### config.mk
export PLATFORM = sky130hd
export DESIGN_NAME = iprc_dp
export DESIGN_NICKNAME = d
export VERILOG_FILES = /design/src/hw/rtl/iprc_pkg.sv /design/src/hw/rtl/iprc_dp.sv
export SDC_FILE = /design/constraint.sdc
export NUM_CORES = 2
export LEC_CHECK = 0
export ABC_AREA = 1
export BUFFER_PORTS_ARGS = -buffer_cell sky130_fd_sc_hd__buf_2
export CAP_MARGIN = 25
export CORE_MARGIN = 2
export CORE_UTILIZATION = 52
export DETAILED_ROUTE_END_ITERATION = 10
export PLACE_DENSITY = 0.68
export SETUP_SLACK_MARGIN = 0.3
export SYNTH_ARGS = -nofsm -noshare
export SYNTH_HDL_FRONTEND = slang
export SYNTH_SLANG_ARGS = --single-unit
### constraint.sdc
create_clock -name clk -period 8.6 [get_ports clk]
set_input_delay 1.72 -clock clk [delete_from_list [all_inputs] [get_ports clk]]
set_output_delay 1.72 -clock clk [all_outputs]
set_load 0.01 [all_outputs]
### src/hw/rtl/iprc_pkg.sv
// ----------------------------------------------------------------------------
// iprc_pkg - shared types and constants of the incremental PI regulator
// Holds the sequencer state codes, the command bundle from the controller to
// the datapath, register indexes and clamp codes.
// ----------------------------------------------------------------------------
package iprc_pkg;

	// configuration register indexes
	localparam int unsigned CFG_IDX_W = 3;
	localparam logic [CFG_IDX_W-1:0] REG_KP      = 3'd0;
	localparam logic [CFG_IDX_W-1:0] REG_TI      = 3'd1;
	localparam logic [CFG_IDX_W-1:0] REG_OUT_MIN = 3'd2;
	localparam logic [CFG_IDX_W-1:0] REG_OUT_MAX = 3'd3;

	// reset values of the configuration registers
	localparam logic [15:0] KP_RESET      = 16'd256;
	localparam logic [15:0] TI_RESET      = 16'd256;
	localparam logic [15:0] OUT_MIN_RESET = 16'h8000;
	localparam logic [15:0] OUT_MAX_RESET = 16'h7FFF;

	// clamp codes
	localparam logic [1:0] CLAMP_NONE = 2'd0;
	localparam logic [1:0] CLAMP_LOW  = 2'd1;
	localparam logic [1:0] CLAMP_HIGH = 2'd2;

	// n/10 == (n * RECIP10) >> RECIP10_SHIFT for every n below 2^32
	localparam logic [31:0] RECIP10       = 32'hCCCC_CCCD;
	localparam int unsigned RECIP10_SHIFT = 35;

	// 48-bit quotient, two bits per divider cycle
	localparam int unsigned DIV_BITS   = 48;
	localparam int unsigned DIV_RADIX  = 2;
	localparam int unsigned DIV_STEPS  = DIV_BITS / DIV_RADIX;
	localparam int unsigned DIV_CNT_W  = $clog2(DIV_STEPS);

	typedef enum logic [10:0] {
		ST_IDLE   = 11'b000_0000_0001,
		ST_SCALE  = 11'b000_0000_0010,
		ST_ERR    = 11'b000_0000_0100,
		ST_MUL1   = 11'b000_0000_1000,
		ST_MUL2   = 11'b000_0001_0000,
		ST_ACC    = 11'b000_0010_0000,
		ST_DSET   = 11'b000_0100_0000,
		ST_DIV    = 11'b000_1000_0000,
		ST_CLAMP  = 11'b001_0000_0000,
		ST_COMMIT = 11'b010_0000_0000,
		ST_FINISH = 11'b100_0000_0000
	} iprc_state_t;

	typedef struct packed {
		logic load_in;
		logic scale;
		logic err;
		logic mul1;
		logic mul2;
		logic acc;
		logic dset;
		logic div_step;
		logic clamp;
		logic commit;
		logic out_load;
	} iprc_cmd_t;

endpackage

### src/hw/rtl/iprc_dp.sv
// ----------------------------------------------------------------------------
// iprc_dp - datapath of the incremental PI regulator
// Configuration registers, error and increment arithmetic, saturating
// command accumulator, radix-4 restoring divider and output clamp.
// ----------------------------------------------------------------------------
module iprc_dp (
	input  logic                                clk,
	input  logic                                arst_n,
	input  iprc_pkg::iprc_cmd_t                 cmd,
	input  logic                                cfg_we,
	input  logic [iprc_pkg::CFG_IDX_W-1:0]      cfg_index,
	input  logic [15:0]                         cfg_data,
	input  logic signed [15:0]                  setpoint,
	input  logic signed [23:0]                  measurement,
	output logic signed [15:0]                  drive,
	output logic [1:0]                          clamped
);

	// configuration
	logic [15:0]        kp_q, ti_q;
	logic signed [15:0] out_min_q, out_max_q;
	logic [15:0]        t;

	// sample and intermediate registers
	logic signed [15:0] sp_q;
	logic signed [23:0] meas_q;
	logic [55:0]        prod_q;
	logic               neg10_q;
	logic signed [24:0] e_q, prev_q;
	logic signed [25:0] delta_q;
	logic signed [43:0] s_q;
	logic signed [60:0] inc_q;
	logic signed [63:0] cmd_q;
	logic [47:0]        num_q;
	logic [15:0]        rem_q;
	logic               qneg_q;
	logic signed [15:0] res_drive_q;
	logic [1:0]         res_flag_q;
	logic signed [15:0] drive_q;
	logic [1:0]         clamped_q;

	// combinational terms
	logic signed [23:0] x_scaled;
	logic [23:0]        x_mag;
	logic [55:0]        prod_d;
	logic signed [21:0] q10;
	logic signed [24:0] e_d;
	logic signed [25:0] delta_d;
	logic signed [42:0] tprod;
	logic signed [43:0] s_d;
	logic signed [60:0] inc_d;
	logic signed [63:0] inc_ext, sum;
	logic               ovf;
	logic [63:0]        cmd_mag;
	logic [47:0]        num_d;
	logic [15:0]        rem_d;
	logic [16:0]        trial;
	logic signed [48:0] quot;
	logic signed [48:0] lo_ext, hi_ext;
	logic signed [32:0] lim_prod;

	assign t = (ti_q == 16'd0) ? 16'd1 : ti_q;

	// setpoint * 256 / 10, truncated toward zero via magnitude
	assign x_scaled = {sp_q, 8'h00};
	assign x_mag    = x_scaled[23] ? 24'(-x_scaled) : 24'(x_scaled);
	assign prod_d   = 56'(x_mag) * 56'(iprc_pkg::RECIP10);
	assign q10      = neg10_q ? -$signed({1'b0, prod_q[55:iprc_pkg::RECIP10_SHIFT]})
	                          :  $signed({1'b0, prod_q[55:iprc_pkg::RECIP10_SHIFT]});
	assign e_d      = 25'(q10) - 25'(meas_q);
	assign delta_d  = 26'(e_d) - 26'(prev_q);

	assign tprod = $signed({1'b0, t}) * delta_q;
	assign s_d   = (44'(e_q) <<< 8) + 44'(tprod);
	assign inc_d = $signed({1'b0, kp_q}) * s_q;

	// saturating 64-bit add
	assign inc_ext = 64'(inc_q);
	assign sum     = cmd_q + inc_ext;
	assign ovf     = (cmd_q[63] == inc_ext[63]) && (sum[63] != cmd_q[63]);

	assign cmd_mag = cmd_q[63] ? 64'(-cmd_q) : 64'(cmd_q);

	// two restoring steps per cycle
	always_comb begin
		num_d = num_q;
		rem_d = rem_q;
		trial = '0;
		for (int i = 0; i < iprc_pkg::DIV_RADIX; i++) begin
			trial = {rem_d, num_d[47]};
			if (trial >= {1'b0, t}) begin
				rem_d = 16'(trial - {1'b0, t});
				num_d = {num_d[46:0], 1'b1};
			end else begin
				rem_d = trial[15:0];
				num_d = {num_d[46:0], 1'b0};
			end
		end
	end

	assign quot     = qneg_q ? -$signed({1'b0, num_q}) : $signed({1'b0, num_q});
	assign lo_ext   = 49'(out_min_q);
	assign hi_ext   = 49'(out_max_q);
	assign lim_prod = res_drive_q * $signed({1'b0, t});

	// configuration and state that the model clears at reset
	always_ff @(posedge clk or negedge arst_n) begin
		if (!arst_n) begin
			kp_q      <= iprc_pkg::KP_RESET;
			ti_q      <= iprc_pkg::TI_RESET;
			out_min_q <= iprc_pkg::OUT_MIN_RESET;
			out_max_q <= iprc_pkg::OUT_MAX_RESET;
			prev_q    <= '0;
			cmd_q     <= '0;
		end else begin
			if (cfg_we) begin
				case (cfg_index)
					iprc_pkg::REG_KP:      kp_q      <= cfg_data;
					iprc_pkg::REG_TI:      ti_q      <= cfg_data;
					iprc_pkg::REG_OUT_MIN: out_min_q <= cfg_data;
					iprc_pkg::REG_OUT_MAX: out_max_q <= cfg_data;
					default: ;
				endcase
			end
			if (cmd.acc) begin
				if (ovf) begin
					cmd_q <= cmd_q[63] ? {1'b1, 63'd0} : {1'b0, {63{1'b1}}};
				end else begin
					cmd_q <= sum;
				end
			end
			if (cmd.commit) begin
				prev_q <= e_q;
				if (res_flag_q != iprc_pkg::CLAMP_NONE) begin
					cmd_q <= {{15{lim_prod[32]}}, lim_prod, 16'h0000};
				end
			end
		end
	end

	// payload registers
	always_ff @(posedge clk) begin
		if (cmd.load_in) begin
			sp_q   <= setpoint;
			meas_q <= measurement;
		end
		if (cmd.scale) begin
			prod_q  <= prod_d;
			neg10_q <= x_scaled[23];
		end
		if (cmd.err) begin
			e_q     <= e_d;
			delta_q <= delta_d;
		end
		if (cmd.mul1) begin
			s_q <= s_d;
		end
		if (cmd.mul2) begin
			inc_q <= inc_d;
		end
		if (cmd.dset) begin
			num_q  <= cmd_mag[63:16];
			rem_q  <= '0;
			qneg_q <= cmd_q[63];
		end
		if (cmd.div_step) begin
			num_q <= num_d;
			rem_q <= rem_d;
		end
		if (cmd.clamp) begin
			if (quot < lo_ext) begin
				res_drive_q <= out_min_q;
				res_flag_q  <= iprc_pkg::CLAMP_LOW;
			end else if (quot > hi_ext) begin
				res_drive_q <= out_max_q;
				res_flag_q  <= iprc_pkg::CLAMP_HIGH;
			end else begin
				res_drive_q <= quot[15:0];
				res_flag_q  <= iprc_pkg::CLAMP_NONE;
			end
		end
		if (cmd.out_load) begin
			drive_q   <= res_drive_q;
			clamped_q <= res_flag_q;
		end
	end

	assign drive   = drive_q;
	assign clamped = clamped_q;

endmodule

==> results by group <==
Status
  – Status: finished, final reports clean

Drt
  – Number of routed nets with antenna violations: 0
  – Final WL: 277 mm
  – Routed WL per cell: 20.0 um
  – Via count: 74268
  – DR DRC count: 0
  – First-pass DRT Iterations: 6
  – DRT iter0 DRCs: 5544
  – Vias per cell: 5.35

Synth
  – Number of synthesized flops with an enable pin: 319
  – Synth Net Count: 13922
  – Dominant cells by area after synthesis: fa_1 (31%), inv_1 (13%), nand2_1 (12%), ha_1 (11%), edfxtp_1 (11%)
  – Post-synth top area cell: fa_1
  – Yosys top cell area share: 0.306
  – Seq cells post-synth: 472
  – Netlist cell types: 64
  – Avg Inst Size Synth: 7.68 um^2
  – Netlist Area Pre-Place: 89800 um^2
  – Syn Inst Count: 11694
  – Most used DFF post-synth: edfxtp_1
  – Post-synth ARST share: 0.324
  – Warnings from Yosys: 0
  – Sequential fraction of the synthesis area: 0.150

Cells and area
  – Combined area of the multi-input logic cells: 63400 um^2
  – Nets: 13742
  – Register Area: 13500 um^2
  – Fillcell total: 16236
  – Post-route cell area: 94300 um^2
  – Area delta synth->final: 4.97%
  – Share of post-route cells with drive strength above 1: 0.0384

STA
  – Max Freq: 137 MHz
  – RSZ-0062 raised after global routing: false
  – Worst-margin pin slew: 1.09 ns
  – Worst clock skew: 0.0643 ns
  – Hold Fails Final Rpt: 0
  – Final setup viols: 0
  – Setup ws final: 1.31 ns
  – Setup TNS: 0 ns
  – Worst slew margin: 0.275
  – Final cycle utilization of the critical path: 0.847
  – Max-slew violation count: 0
  – Post-route minimum period: 7.29 ns

Placement
  – IO buf count: 90
  – Post-DP HPWL: 228 mm
  – Pre-CTS setup slack: 0.833 ns
  – GP Congestion: 1.00
  – Placed cell areas: 92200 um^2

Worst setup path
  – Critical path endpoint category: flop
  – Crit Path Class: reg2reg
  – Worst path cell trace: buf_4, nand2_1, fa_1, inv_1, fa_1, inv_1, fa_1, inv_1, fa_1, inv_1, fa_1, inv_1, fa_1, ha_1, nand2_1, nor2_1, inv_1, nor3_1, a21oi_1, o31ai_1, nand2_1, nand2_1, xor2_1
  – CP Max Fanout: 22
  – Worst stage delay on the critical path: 0.98 ns
  – Critical path arrival: 7.74 ns
  – CP startpoint kind: flop
  – Req. time, crit path: 9.05 ns
  – CP max-delay cell: dfrtp_1

Floorplan
  – Die Ht: 420 um
  – Num rows: 152
  – Core Area: 172000 um^2
  – Initial Utilization: 0.524
  – Die area: 176000 um^2
  – Floorplan die width: 420 um
  – I/O pin total: 91

Global routing
  – Initial antenna violation count: 8
  – Vias in the first global route: 77804
  – First-pass GRT wire length: 437 mm
  – GRT Residual Overflow: 0
  – Gr usage total: 0.321
  – Largest net degree at the start of global routing: 69

CTS
  – CTS buffer count: 59
  – H-tree depth: 2
  – Register clock-pin slew on the reported worst setup and hold paths: 0.06 ns
  – TritonCTS clock tree: yes
  – Max Buffers Root-to-Sink: 3
  – Num Clock Sinks: 472
  – Worst skew pair latency: 0.71 ns
  – Root Driver: clkbuf_16
  – Hold_buf cts: 0

Run
  – Max cap viols: 0

Worst hold path
  – Hold/Removal Path Class: reg2reg
stage by stage:
stage | util | hold WS, ns | cells
global route | 0.550 | 0.511 | 13873
floorplan | - | 0.423 | 11694
CTS | 0.549 | 0.487 | 13864
finish | 0.550 | 0.483 | 13875
detailed placement | 0.537 | 0.469 | 13754
global placement | 0.537 | 0.466 | 13751
final timing paths:
| kind | slack [ns] | to | from | depth (start not counted) |
|---|---|---|---|---|
| worst max-delay path | 1.31 | inc_q[58]$_DFFE_PP_ | kp_q[10]$_DFFE_PN0P_ | 23 |
| worst min-delay path | 0.48 | clamped[0]$_DFFE_PP_ | res_flag_q[0]$_SDFFCE_PP1P_ | 0 |
| worst max register to register | 1.31 | inc_q[58]$_DFFE_PP_ | kp_q[10]$_DFFE_PN0P_ | 23 |
| worst min register to register | 0.48 | clamped[0]$_DFFE_PP_ | res_flag_q[0]$_SDFFCE_PP1P_ | 0 |
| max in group asynchronous | 5.72 | out_min_q[11]$_DFFE_PN0P_ | arst_n | 3 |
| min in group asynchronous | 1.02 | kp_q[3]$_DFFE_PN0P_ | arst_n | 1 |
sequential cells by signal, summed over array words and instances, names as in the netlist, 2 cells and up:
register / flops
rem_q: 16
num_q: 48
meas_q: 24
inc_q: 61
kp_q: 16
e_q: 25
drive: 16
sp_q: 16
res_drive_q: 16
s_q: 44
prev_q: 25
ti_q: 16
res_flag_q: 2
cmd_q: 64
delta_q: 26
clamped: 2
out_max_q: 16
out_min_q: 16
prod_q: 21
routing by layer:
metal | GRT usage | vias to the layer above | wire length (um)
li1 | - | 34647 | -
met1 | 0.422 | 36447 | 114000
met2 | 0.528 | 2624 | 129000
met3 | 0.0436 | 544 | 19100
met4 | 0.149 | 6 | 15100
met5 | 0 | - | 42
repair_timing:
item,in CTS,in global routing
buffers inserted,0,4
setup endpoints to repair,0,8
hold endpoints to repair,0,0
gates resized for setup,0,1
area by class of cell:
type                    count  area share
diodes                      2   0.0000531
multi-input cells        7777       0.672
repair buffers            176      0.0129
well taps                2310      0.0307
clock inverters            38     0.00417
flip-flops and latches    472       0.143
clock buffers              72      0.0167
inverters                3028       0.121
kinds of logic after synthesis:
family                     count (synthesis)  synth area share
buffers and inverters                   3445             0.145
adders and majority gates               2155             0.415
DFF                                      472             0.150
and+or+nand+nor                         4136             0.187
AOI/OAI and AO/OA                       1178            0.0738
xor gates and xnor gates                 308            0.0300
placed cells by master, fill, tap and decap left out, types with 63 or more instances in the layout:
master	n
inv_1	3011
nand2_1	2812
fa_1	1373
ha_1	782
nor2_1	658
a21oi_1	512
o21ai_0	382
nand3_1	328
edfxtp_1	319
xor2_1	215
dfrtp_1	117
nand4_1	101
nor3_1	96
xnor2_1	93
buf_2	89
buf_4	78
o21bai_1	63
worst max-delay path, delay by kind of cell, from the launching register on:
kind / cells / cell delay [ns]
adder cells (fa/ha/maj): 7 / 3.42
flip-flops: 1 / 0.98
AND/OR/NAND/NOR: 6 / 0.93
buffers and inverters: 7 / 0.80
AO/OA/AOI/OAI: 2 / 0.77
XOR/XNOR: 1 / 0.08
cell usage after synthesis, types with 38 or more instances:
cell / count
clkbuf_1: 386
nand4_1: 101
dfrtp_1: 135
inv_1: 3012
xnor2_1: 93
a21oi_1: 512
a31oi_1: 38
fa_1: 1373
nor2_1: 658
nand3_1: 328
xor2_1: 215
o21bai_1: 63
ha_1: 782
edfxtp_1: 319
a21o_1: 44
nor3_1: 96
nor4_1: 40
nand2_1: 2812
o21ai_0: 382
Power is left out: the tool's default activity adds up to more than one toggle a clock period on the data nets, which glitch-free logic cannot reach.
