<file path="src/hw/rtl/iprc_pkg.sv">
// ----------------------------------------------------------------------------
// iprc_pkg - shared types and constants of the incremental PI regulator
// Holds the sequencer state codes, the command bundle from the controller to
// the datapath, register indexes and clamp codes.
// ----------------------------------------------------------------------------
package iprc_pkg;

	// configuration register indexes
	localparam int unsigned CFG_IDX_W = 3;
	localparam logic [CFG_IDX_W-1:0] REG_KP      = 3'd0;
	localparam logic [CFG_IDX_W-1:0] REG_TI      = 3'd1;
	localparam logic [CFG_IDX_W-1:0] REG_OUT_MIN = 3'd2;
	localparam logic [CFG_IDX_W-1:0] REG_OUT_MAX = 3'd3;

	// reset values of the configuration registers
	localparam logic [15:0] KP_RESET      = 16'd256;
	localparam logic [15:0] TI_RESET      = 16'd256;
	localparam logic [15:0] OUT_MIN_RESET = 16'h8000;
	localparam logic [15:0] OUT_MAX_RESET = 16'h7FFF;

	// clamp codes
	localparam logic [1:0] CLAMP_NONE = 2'd0;
	localparam logic [1:0] CLAMP_LOW  = 2'd1;
	localparam logic [1:0] CLAMP_HIGH = 2'd2;

	// n/10 == (n * RECIP10) >> RECIP10_SHIFT for every n below 2^32
	localparam logic [31:0] RECIP10       = 32'hCCCC_CCCD;
	localparam int unsigned RECIP10_SHIFT = 35;

	// 48-bit quotient, two bits per divider cycle
	localparam int unsigned DIV_BITS   = 48;
	localparam int unsigned DIV_RADIX  = 2;
	localparam int unsigned DIV_STEPS  = DIV_BITS / DIV_RADIX;
	localparam int unsigned DIV_CNT_W  = $clog2(DIV_STEPS);

	typedef enum logic [10:0] {
		ST_IDLE   = 11'b000_0000_0001,
		ST_SCALE  = 11'b000_0000_0010,
		ST_ERR    = 11'b000_0000_0100,
		ST_MUL1   = 11'b000_0000_1000,
		ST_MUL2   = 11'b000_0001_0000,
		ST_ACC    = 11'b000_0010_0000,
		ST_DSET   = 11'b000_0100_0000,
		ST_DIV    = 11'b000_1000_0000,
		ST_CLAMP  = 11'b001_0000_0000,
		ST_COMMIT = 11'b010_0000_0000,
		ST_FINISH = 11'b100_0000_0000
	} iprc_state_t;

	typedef struct packed {
		logic load_in;
		logic scale;
		logic err;
		logic mul1;
		logic mul2;
		logic acc;
		logic dset;
		logic div_step;
		logic clamp;
		logic commit;
		logic out_load;
	} iprc_cmd_t;

endpackage

</file>
<file path="src/hw/rtl/iprc_ctrl.sv">
// ----------------------------------------------------------------------------
// iprc_ctrl - sequencer of the incremental PI regulator
// Steps one sample through the datapath and owns both handshakes.
// ----------------------------------------------------------------------------
module iprc_ctrl (
	input  logic                 clk,
	input  logic                 arst_n,
	input  logic                 in_valid,
	output logic                 in_ready,
	output logic                 out_valid,
	input  logic                 out_ready,
	output iprc_pkg::iprc_cmd_t  cmd
);

	iprc_pkg::iprc_state_t             state_q, state_d;
	logic [iprc_pkg::DIV_CNT_W-1:0]    cnt_q;
	logic                              out_valid_q;
	logic                              div_last;
	logic                              deliver;

	assign in_ready  = (state_q == iprc_pkg::ST_IDLE);
	assign out_valid = out_valid_q;
	assign div_last  = (cnt_q == iprc_pkg::DIV_CNT_W'(iprc_pkg::DIV_STEPS - 1));
	// result may enter the output register once it is empty or being taken
	assign deliver   = (state_q == iprc_pkg::ST_FINISH) && (!out_valid_q || out_ready);

	always_comb begin
		state_d = state_q;
		case (state_q)
			iprc_pkg::ST_IDLE:   if (in_valid) state_d = iprc_pkg::ST_SCALE;
			iprc_pkg::ST_SCALE:  state_d = iprc_pkg::ST_ERR;
			iprc_pkg::ST_ERR:    state_d = iprc_pkg::ST_MUL1;
			iprc_pkg::ST_MUL1:   state_d = iprc_pkg::ST_MUL2;
			iprc_pkg::ST_MUL2:   state_d = iprc_pkg::ST_ACC;
			iprc_pkg::ST_ACC:    state_d = iprc_pkg::ST_DSET;
			iprc_pkg::ST_DSET:   state_d = iprc_pkg::ST_DIV;
			iprc_pkg::ST_DIV:    if (div_last) state_d = iprc_pkg::ST_CLAMP;
			iprc_pkg::ST_CLAMP:  state_d = iprc_pkg::ST_COMMIT;
			iprc_pkg::ST_COMMIT: state_d = iprc_pkg::ST_FINISH;
			iprc_pkg::ST_FINISH: if (deliver) state_d = iprc_pkg::ST_IDLE;
			default:             state_d = iprc_pkg::ST_IDLE;
		endcase
	end

	always_comb begin
		cmd          = '0;
		cmd.load_in  = in_ready && in_valid;
		cmd.scale    = (state_q == iprc_pkg::ST_SCALE);
		cmd.err      = (state_q == iprc_pkg::ST_ERR);
		cmd.mul1     = (state_q == iprc_pkg::ST_MUL1);
		cmd.mul2     = (state_q == iprc_pkg::ST_MUL2);
		cmd.acc      = (state_q == iprc_pkg::ST_ACC);
		cmd.dset     = (state_q == iprc_pkg::ST_DSET);
		cmd.div_step = (state_q == iprc_pkg::ST_DIV);
		cmd.clamp    = (state_q == iprc_pkg::ST_CLAMP);
		cmd.commit   = (state_q == iprc_pkg::ST_COMMIT);
		cmd.out_load = deliver;
	end

	always_ff @(posedge clk or negedge arst_n) begin
		if (!arst_n) begin
			state_q     <= iprc_pkg::ST_IDLE;
			cnt_q       <= '0;
			out_valid_q <= 1'b0;
		end else begin
			state_q <= state_d;
			if (state_q == iprc_pkg::ST_DIV) begin
				cnt_q <= div_last ? '0 : cnt_q + 1'b1;
			end
			if (deliver) begin
				out_valid_q <= 1'b1;
			end else if (out_ready) begin
				out_valid_q <= 1'b0;
			end
		end
	end

endmodule

</file>
<file path="config.mk">
export PLATFORM = sky130hd
export DESIGN_NAME = iprc_ctrl
export DESIGN_NICKNAME = d
export VERILOG_FILES = /design/src/hw/rtl/iprc_pkg.sv /design/src/hw/rtl/iprc_ctrl.sv
export SDC_FILE = /design/constraint.sdc
export NUM_CORES = 1
export LEC_CHECK = 0
export BUFFER_PORTS_ARGS = -buffer_cell sky130_fd_sc_hd__clkbuf_2
export CORE_MARGIN = 3
export CORE_UTILIZATION = 55
export DETAILED_ROUTE_END_ITERATION = 6
export GPL_ROUTABILITY_DRIVEN = 0
export GPL_TIMING_DRIVEN = 0
export PLACE_DENSITY = 0.88
export SLEW_MARGIN = 30
export SYNTH_ARGS = -nofsm -noshare
export SYNTH_HDL_FRONTEND = slang
export SYNTH_SLANG_ARGS = --single-unit
</file>
<file path="constraint.sdc">
create_clock -name clk -period 2.35 [get_ports clk]
set_input_delay 0.1175 -clock clk [delete_from_list [all_inputs] [get_ports clk]]
set_output_delay 0.1175 -clock clk [all_outputs]
set_load 0.05 [all_outputs]
</file>
==> summary.txt, run 1 <==
Outcome
  • Run status: finished, final reports clean

Critical path
  • Worst setup path category: flip-flop to primary output
  • CP max stage cell: or3_4
  • Crit path largest cell delay: 410 ps
  • CP Capture Type: primary output
  • CP Launch Type: flip-flop
  • CP max FO: 8
  • Most frequent CP cell: or3_4
  • Worst EP required: 2230 ps
  • Critical path's top delay family: simple AND/OR/NAND/NOR gates
  • Crit path DAT: 2220 ps
  • Critical path buffers and inverters: 2
  • Crit path cell chain: buf_6 -> or3_4 -> nor3_4 -> nand3_2 -> or3_4 -> nor2_4 -> buf_8

Clocking
  • Max Buffers Root-to-Sink: 2
  • TritonCTS clock tree: done
  • H-Tree Depth: 1
  • Number of CTS-inserted buffers: 3
  • Root Driver: clkbuf_4
  • Latest clock arrival within the worst-skew pair: 290 ps
  • Worst-path clk slew: 100 ps
  • Clock Sinks: 17

Finish
  • Fill cells: 124
  • Area delta synth->final: 22.77%
  • Ant diodes: 0
  • Final net count: 139
  • Fin util: 74.53%
  • Final Cell Area: 1329 um2
  • Fraction of layout cells with a size suffix above 1: 39.10%

Route
  • 1st-pass router iterations: 4
  • Wire length per cell: 13.53 um
  • Via Count: 857
  • Initial drt markers: 18
  • Remaining antenna violation count: 0
  • Residual DRC: 0
  • DRT Wirelength: 2138 um
  • Vias per cell: 5.424

GRT
  • Vias in the first global route: 752
  • Largest net degree at the start of global routing: 18
  • Initial antenna violation count: 0
  • First-pass GRT wire length: 3277 um
  • Grt total ovfl: 0
  • GRT Util Overall: 17.31%

Pwr
  • Max VDD drop: 0.5583 mV
  • Cell Pwr Density: 765.6 nW/um2
  • Leak Pwr: 0.0006128 uW
  • Total Power: 1017 uW

Yosys
  • Area contributors post-synth: dfrtp_1 37%, nor4b_1 5.7%, nor3b_1 4.9%
  • Most common cell in the netlist: dfrtp_1
  • Cell taking the most area after synthesis: dfrtp_1
  • Syn_nets: 112
  • Synth top cells by count: 16 x dfrtp_1, 9 x nor2_1, 7 x nor3b_1, 7 x nor4b_1, 6 x nand2_1
  • Number of synthesized flops with an enable pin: 0
  • Post-Synthesis Cell Area: 1082 um2
  • Synth Flop Type: dfrtp_1
  • Register area share after synthesis: 39.42%
  • Post-synth cell types: 37
  • FF+latch count, synth: 17
  • Synthesized instance count: 107
  • Asr flop ratio synth: 100.0%
  • Yosys top cell area share: 36.99%
  • Syn Area/Cell: 10.11 um2
  • Yosys warns: 0

STA
  • Shortest period the worst path allows: 2341 ps
  • Hold Fails Final Rpt: 0
  • Least-Margin Pin Slew: 427.1 ps
  • Max Freq: 427.2 MHz
  • Tcrit/Tclk final: 99.61%
  • Clk_skew: 3.767 ps
  • Final worst slack: 9.090 ps
  • Setup violators final: 0
  • Setup TNS: 0 ps
  • Unrepaired setup endpoints after global routing: true
  • Pins Over Slew Limit: 0
  • Rel. slew slack: 71.52%

Placed design
  • Placed Area: 1211 um2
  • Post-DP HPWL: 1361 um
  • Pre-CTS WS: 244.5 ps
  • IO Port Bufs: 16

Worst hold path
  • Worst hold-check path type: primary input to flip-flop

Die
  • Rows: 15
  • Die area: 2536 um2
  • Core area: 1783 um2
  • DIE WIDTH: 50.36 um
  • # IOs: 17
  • Starting Density: 60.70%
  • Die H: 50.36 um

Run
  • Max_cap viols: 0
==> stage by stage <==
stage | instances | hold slack (ps)
global placement | 148 | 65.02
floorplan | 107 | -178.1
CTS | 153 | 49.60
finish | 158 | 51.27
detailed placement | 148 | 69.42
global route | 158 | 59.34
==> area by class of cell <==
cell class	instances	area, um2	area share, %
plain buffers	9	72.57	5.461
clock buffers	3	22.52	1.695
clock inverters	1	5.005	0.3766
inverters	3	11.26	0.8475
multi-input cells	77	611.8	46.05
flip-flops and latches	17	426.7	32.11
well taps	25	31.28	2.354
repair buffers	23	147.6	11.11
==> final timing paths <==
path	startpoint	endpoint	cells after the start	slack (ps)
worst max-delay path	state_q[2]	cmd[0]	7	9
worst max register to register	state_q[10]	cnt_q[3]	6	510
worst min register to register	state_q[2]	state_q[4]	2	550
worst min-delay path	in_valid	state_q[1]	2	50
max in group asynchronous	arst_n	state_q[0]	2	1750
min in group asynchronous	arst_n	state_q[5]	2	280
==> cell usage in the layout (no fill, tap or decap), types with 2 or more instances in the layout <==
cell	count
o211ai_1	2
nand3_1	4
buf_4	8
inv_1	3
buf_6	4
clkbuf_4	4
nand2_1	6
nor4b_2	3
nor3_4	2
clkbuf_2	14
a21oi_1	4
and2_1	3
xor2_1	2
o21ai_0	5
dfrtp_1	16
or3_4	2
nor4b_1	4
mux2i_1	2
nor2_1	8
mux2_4	2
nand3_2	3
clkbuf_1	2
nor3b_1	6
nor2b_1	4
==> timing repair <==
action / CTS / global route
hold buffers: 1 / 0
setup buffers: 0 / 6
hold endpoints to repair: 16 / 0
endpoints found under the setup margin: 1 / 3
pin swaps: 0 / 4
gates resized for setup: 3 / 10
==> cells by family after synthesis <==
kind of cell	count (synthesis)	synth area share (%)
simple gates	56	37.57
compound gates	13	6.936
buf+inv	13	7.861
xor+xnor	3	2.428
flops	17	39.42
fa+ha+maj	1	1.156
mux	4	4.624
==> where the power goes <==
part | internal [uW] | switching [uW]
Combinational | 211 | 322
Clock | 63.4 | 93.5
Sequential | 320 | 8.69
Total | 593 | 424
==> registers in the layout, indices dropped and copies added, names as in the netlist <==
signal	cells
state_q	11
cnt_q	5
out_valid	1
==> layer usage <==
layer / wire [um] / global-route usage, % / up-vias
li1: - / - / 427
met1: 965 / 21.06 / 411
met2: 1039 / 27.17 / 12
met3: 74 / 4.451 / 7
met4: 59 / 10.76 / 0
met5: 0 / 0 / -
(Power assumes the default switching activity.)
==> run 2: changes to the inputs <==
--- a/config.mk
+++ b/config.mk
@@ -7,11 +7,11 @@
 export LEC_CHECK = 0
 export BUFFER_PORTS_ARGS = -buffer_cell sky130_fd_sc_hd__clkbuf_2
 export CORE_MARGIN = 3
-export CORE_UTILIZATION = 55
+export CORE_UTILIZATION = 49
 export DETAILED_ROUTE_END_ITERATION = 6
 export GPL_ROUTABILITY_DRIVEN = 0
 export GPL_TIMING_DRIVEN = 0
-export PLACE_DENSITY = 0.88
+export PLACE_DENSITY = 0.83
 export SLEW_MARGIN = 30
 export SYNTH_ARGS = -nofsm -noshare
 export SYNTH_HDL_FRONTEND = slang
==> constraint.sdc (replaced) <==
create_clock -name clk -period 2.05 [get_ports clk]
set_input_delay 0.1025 -clock clk [delete_from_list [all_inputs] [get_ports clk]]
set_output_delay 0.1025 -clock clk [all_outputs]
set_load 0.05 [all_outputs]
==> run 2 against run 1 <==
Net effect: the run now ends with setup timing left; die area up 11%; hold slack better by 5.9 ps; global-route usage rose by 1.3 points; critical path type unchanged; worst setup slack worse by 110 ps; critical endpoint unchanged; sequential power increased by 18%; highest routed layer unchanged; clock skew shrank 2.6 ps.
==> summary.txt, run 2 (same netlist as run 1, synthesis figures left out) <==
Finish
  • Multi-input logic area: 639.4 um2 (+4.5%)
  • Area delta synth->final: 32.83%
  • FF+latch area: 427.9 um2 (+0.29%)
  • Final Cell Area: 1438 um2 (+8.2%)
  • Largest Register: state_q
  • Fill cells: 140 (+13%)
  • Ant diodes: 0 (unchanged)
  • Max FFs per register: 11 (unchanged)
  • Final net count: 141 (+1.4%)
  • Fraction of layout cells with a size suffix above 1: 45.93% (+6.8 points)
  • Most frequent cells in the layout: 15 x buf_4, 15 x dfrtp_1, 6 x buf_6, 6 x nand2_1

Placed design
  • IO Port Bufs: 16 (unchanged)
  • Placed Area: 1214 um2 (+0.21%)
  • Post-DP HPWL: 1481 um (+8.9%)
  • Pre-CTS WS: -84.93 ps (-329.4 ps)

Outcome
  • Run status: finished, violations left
  • Failing checks: setup timing

Clocking
  • Max Buffers Root-to-Sink: 2 (unchanged)
  • Clock Sinks: 17 (unchanged)
  • Worst-path clk slew: 100 ps (about the same)
  • TritonCTS clock tree: done
  • Root Driver: clkbuf_4
  • Number of CTS-inserted buffers: 3 (unchanged)
  • H-Tree Depth: 1 (unchanged)
  • Latest clock arrival within the worst-skew pair: 300 ps (about the same)

STA
  • Clk_skew: 1.135 ps (-2.631 ps)
  • Max Freq: 464.4 MHz
  • Shortest period the worst path allows: 2153 ps
  • Least-Margin Pin Slew: 419.8 ps (-7.301 ps)
  • Tcrit/Tclk final: 105.0%
  • Pins Over Slew Limit: 0 (unchanged)
  • Setup violators final: 5 (+5)
  • Unrepaired setup endpoints after global routing: true
  • Hold Fails Final Rpt: 0 (unchanged)
  • Setup TNS: -242.2 ps (-242.2 ps)
  • Final worst slack: -103.3 ps (-112.4 ps)
  • Rel. slew slack: 72.01% (+0.49 points)

Critical path
  • Worst EP required: 1950 ps (-280 ps)
  • Most frequent CP cell: or3_4
  • Crit path cell chain: or3_4 -> nor3_4 -> nand3_2 -> or3_4 -> nor2_4 -> clkbuf_16
  • Crit path DAT: 2050 ps (-170 ps)
  • CP max FO: 2 (-6)
  • R2R depth: 7 (+1)
  • CP max stage cell: dfrtp_1
  • CP Capture Type: primary output
  • Crit path largest cell delay: 430 ps (+20 ps)
  • Crit Reg-Reg Startpoint: state_q[10]
  • R2R Setup Slk: 150 ps (-360 ps)
  • Worst setup path category: flip-flop to primary output
  • CP Launch Type: flip-flop
  • Worst R2R End: cnt_q[3]

Route
  • Via Count: 888 (+3.6%)
  • Wire length per cell: 14.67 um (+8.4%)
  • DRT Wirelength: 2376 um (+11%)
  • 1st-pass router iterations: 4 (unchanged)
  • Initial drt markers: 9 (-9)
  • Remaining antenna violation count: 0 (unchanged)
  • Residual DRC: 0 (unchanged)
  • Vias per cell: 5.481 (+1.1%)

Pwr
  • Max VDD drop: 0.6526 mV (+17%)
  • Total Power: 1255 uW (+23%)
  • Leak Pwr: 0.0006443 uW (+5.1%)
  • Cell Pwr Density: 873.2 nW/um2 (+14%)

Die
  • DIE WIDTH: 53.00 um (+5.2%)
  • Core area: 2022 um2 (+13%)
  • Die area: 2808 um2 (+11%)
  • # IOs: 17 (unchanged)
  • Die H: 53.00 um (+5.2%)
  • Starting Density: 53.53% (-7.2 points)
  • Rows: 16 (+1)

GRT
  • Largest net degree at the start of global routing: 18 (unchanged)
  • Initial antenna violation count: 0 (unchanged)
  • Met1 Use GR: 23.37% (+2.3 points)
  • Grt total ovfl: 0 (unchanged)
  • GRT busiest layer: met2
  • First-pass GRT wire length: 3870 um (+18%)
  • M3 GR Usage: 4.225% (-0.23 points)
  • GRT Util Overall: 18.64% (+1.3 points)
  • M2 GR Usage: 30.58% (+3.4 points)
  • Vias in the first global route: 906 (+20%)

Worst hold path
  • Endpoint, Worst Hold: state_q[1]
  • Hold_sp: in_valid
  • Hold Crit Depth: 2 (unchanged)
  • Worst hold-check path type: primary input to flip-flop

Run
  • Max_cap viols: 0 (unchanged)
## run 2: cell types whose count changed in the layout (fill, tap and decap cells not counted)
cell,change
buf_6,+2
clkbuf_2,-9
dfrtp_1,-1
nor2_2,+3
nand3_1,-2
nor3b_1,-2
buf_4,+7
nor2_1,-3
clkbuf_16,+1
clkinv_2,-1
clkbuf_8,+2
dfrtp_2,+1
nand3_2,+2
nor3b_2,+2
## run 2: where the power goes
| part | internal, uW | leakage, uW | switching [uW] |
|---|---|---|---|
| Sequential | 367 | 0.000231 | 19.0 |
| Combinational | 294 | 0.000398 | 390 |
| Clock | 75.9 | 0.0000150 | 110 |
| Total | 736 | 0.000644 | 519 |
## run 2: area by class of cell
type	count	share of cell area [%]
buffer	6	3.046
inverter	3	0.7833
timing repair buffer	28	17.75
sequential	17	29.76
tap	27	2.350
multi-input combinational	77	44.47
clock buffer	4	1.828
## run 2: critical path: cells and delay by family, from the launching register on
| family | cells | cell delay, ps |
|---|---|---|
| buffers and inverters | 1 | 160 |
| flip-flops | 1 | 430 |
| AND/OR/NAND/NOR | 5 | 1150 |
## run 2: timing repair
| item | in CTS | in global routing |
|---|---|---|
| buffers inserted | 5 | 6 |
| setup endpoints to repair | 7 | 12 |
| pin swaps | 5 | 10 |
| resized for setup | 23 | 25 |
| hold buffers | 1 | 0 |
| hold endpoints to repair | 16 | 0 |
## run 2: worst max path at each step
stage / start / endpoint / slack (ps) / cells after the start
2_1_floorplan: state_q[1] / cmd[5] / -410 / 5
3_3_place_gp: state_q[1] / cmd[0] / -40 / 8
3_5_place_dp: state_q[1] / cmd[0] / -80 / 8
4_1_cts: state_q[2] / cmd[0] / -260 / 7
5_1_grt: state_q[1] / cmd[0] / -180 / 6
6_report: state_q[1] / cmd[0] / -100 / 6
## run 2: through the flow
step           cells  hold WS, ps  utilization (%)
4_1_cts          158        40.24            67.64
3_5_place_dp     150        55.65            60.02
5_1_grt          162        66.76            71.10
2_1_floorplan    107       -193.1                -
6_report         162        57.13            71.10
3_3_place_gp     150        52.36            60.02
## run 2: layer usage
layer	routed length (um)	vias up
met5	0	-
met2	1193	20
met3	102	4
met4	31	0
li1	-	434
met1	1049	430
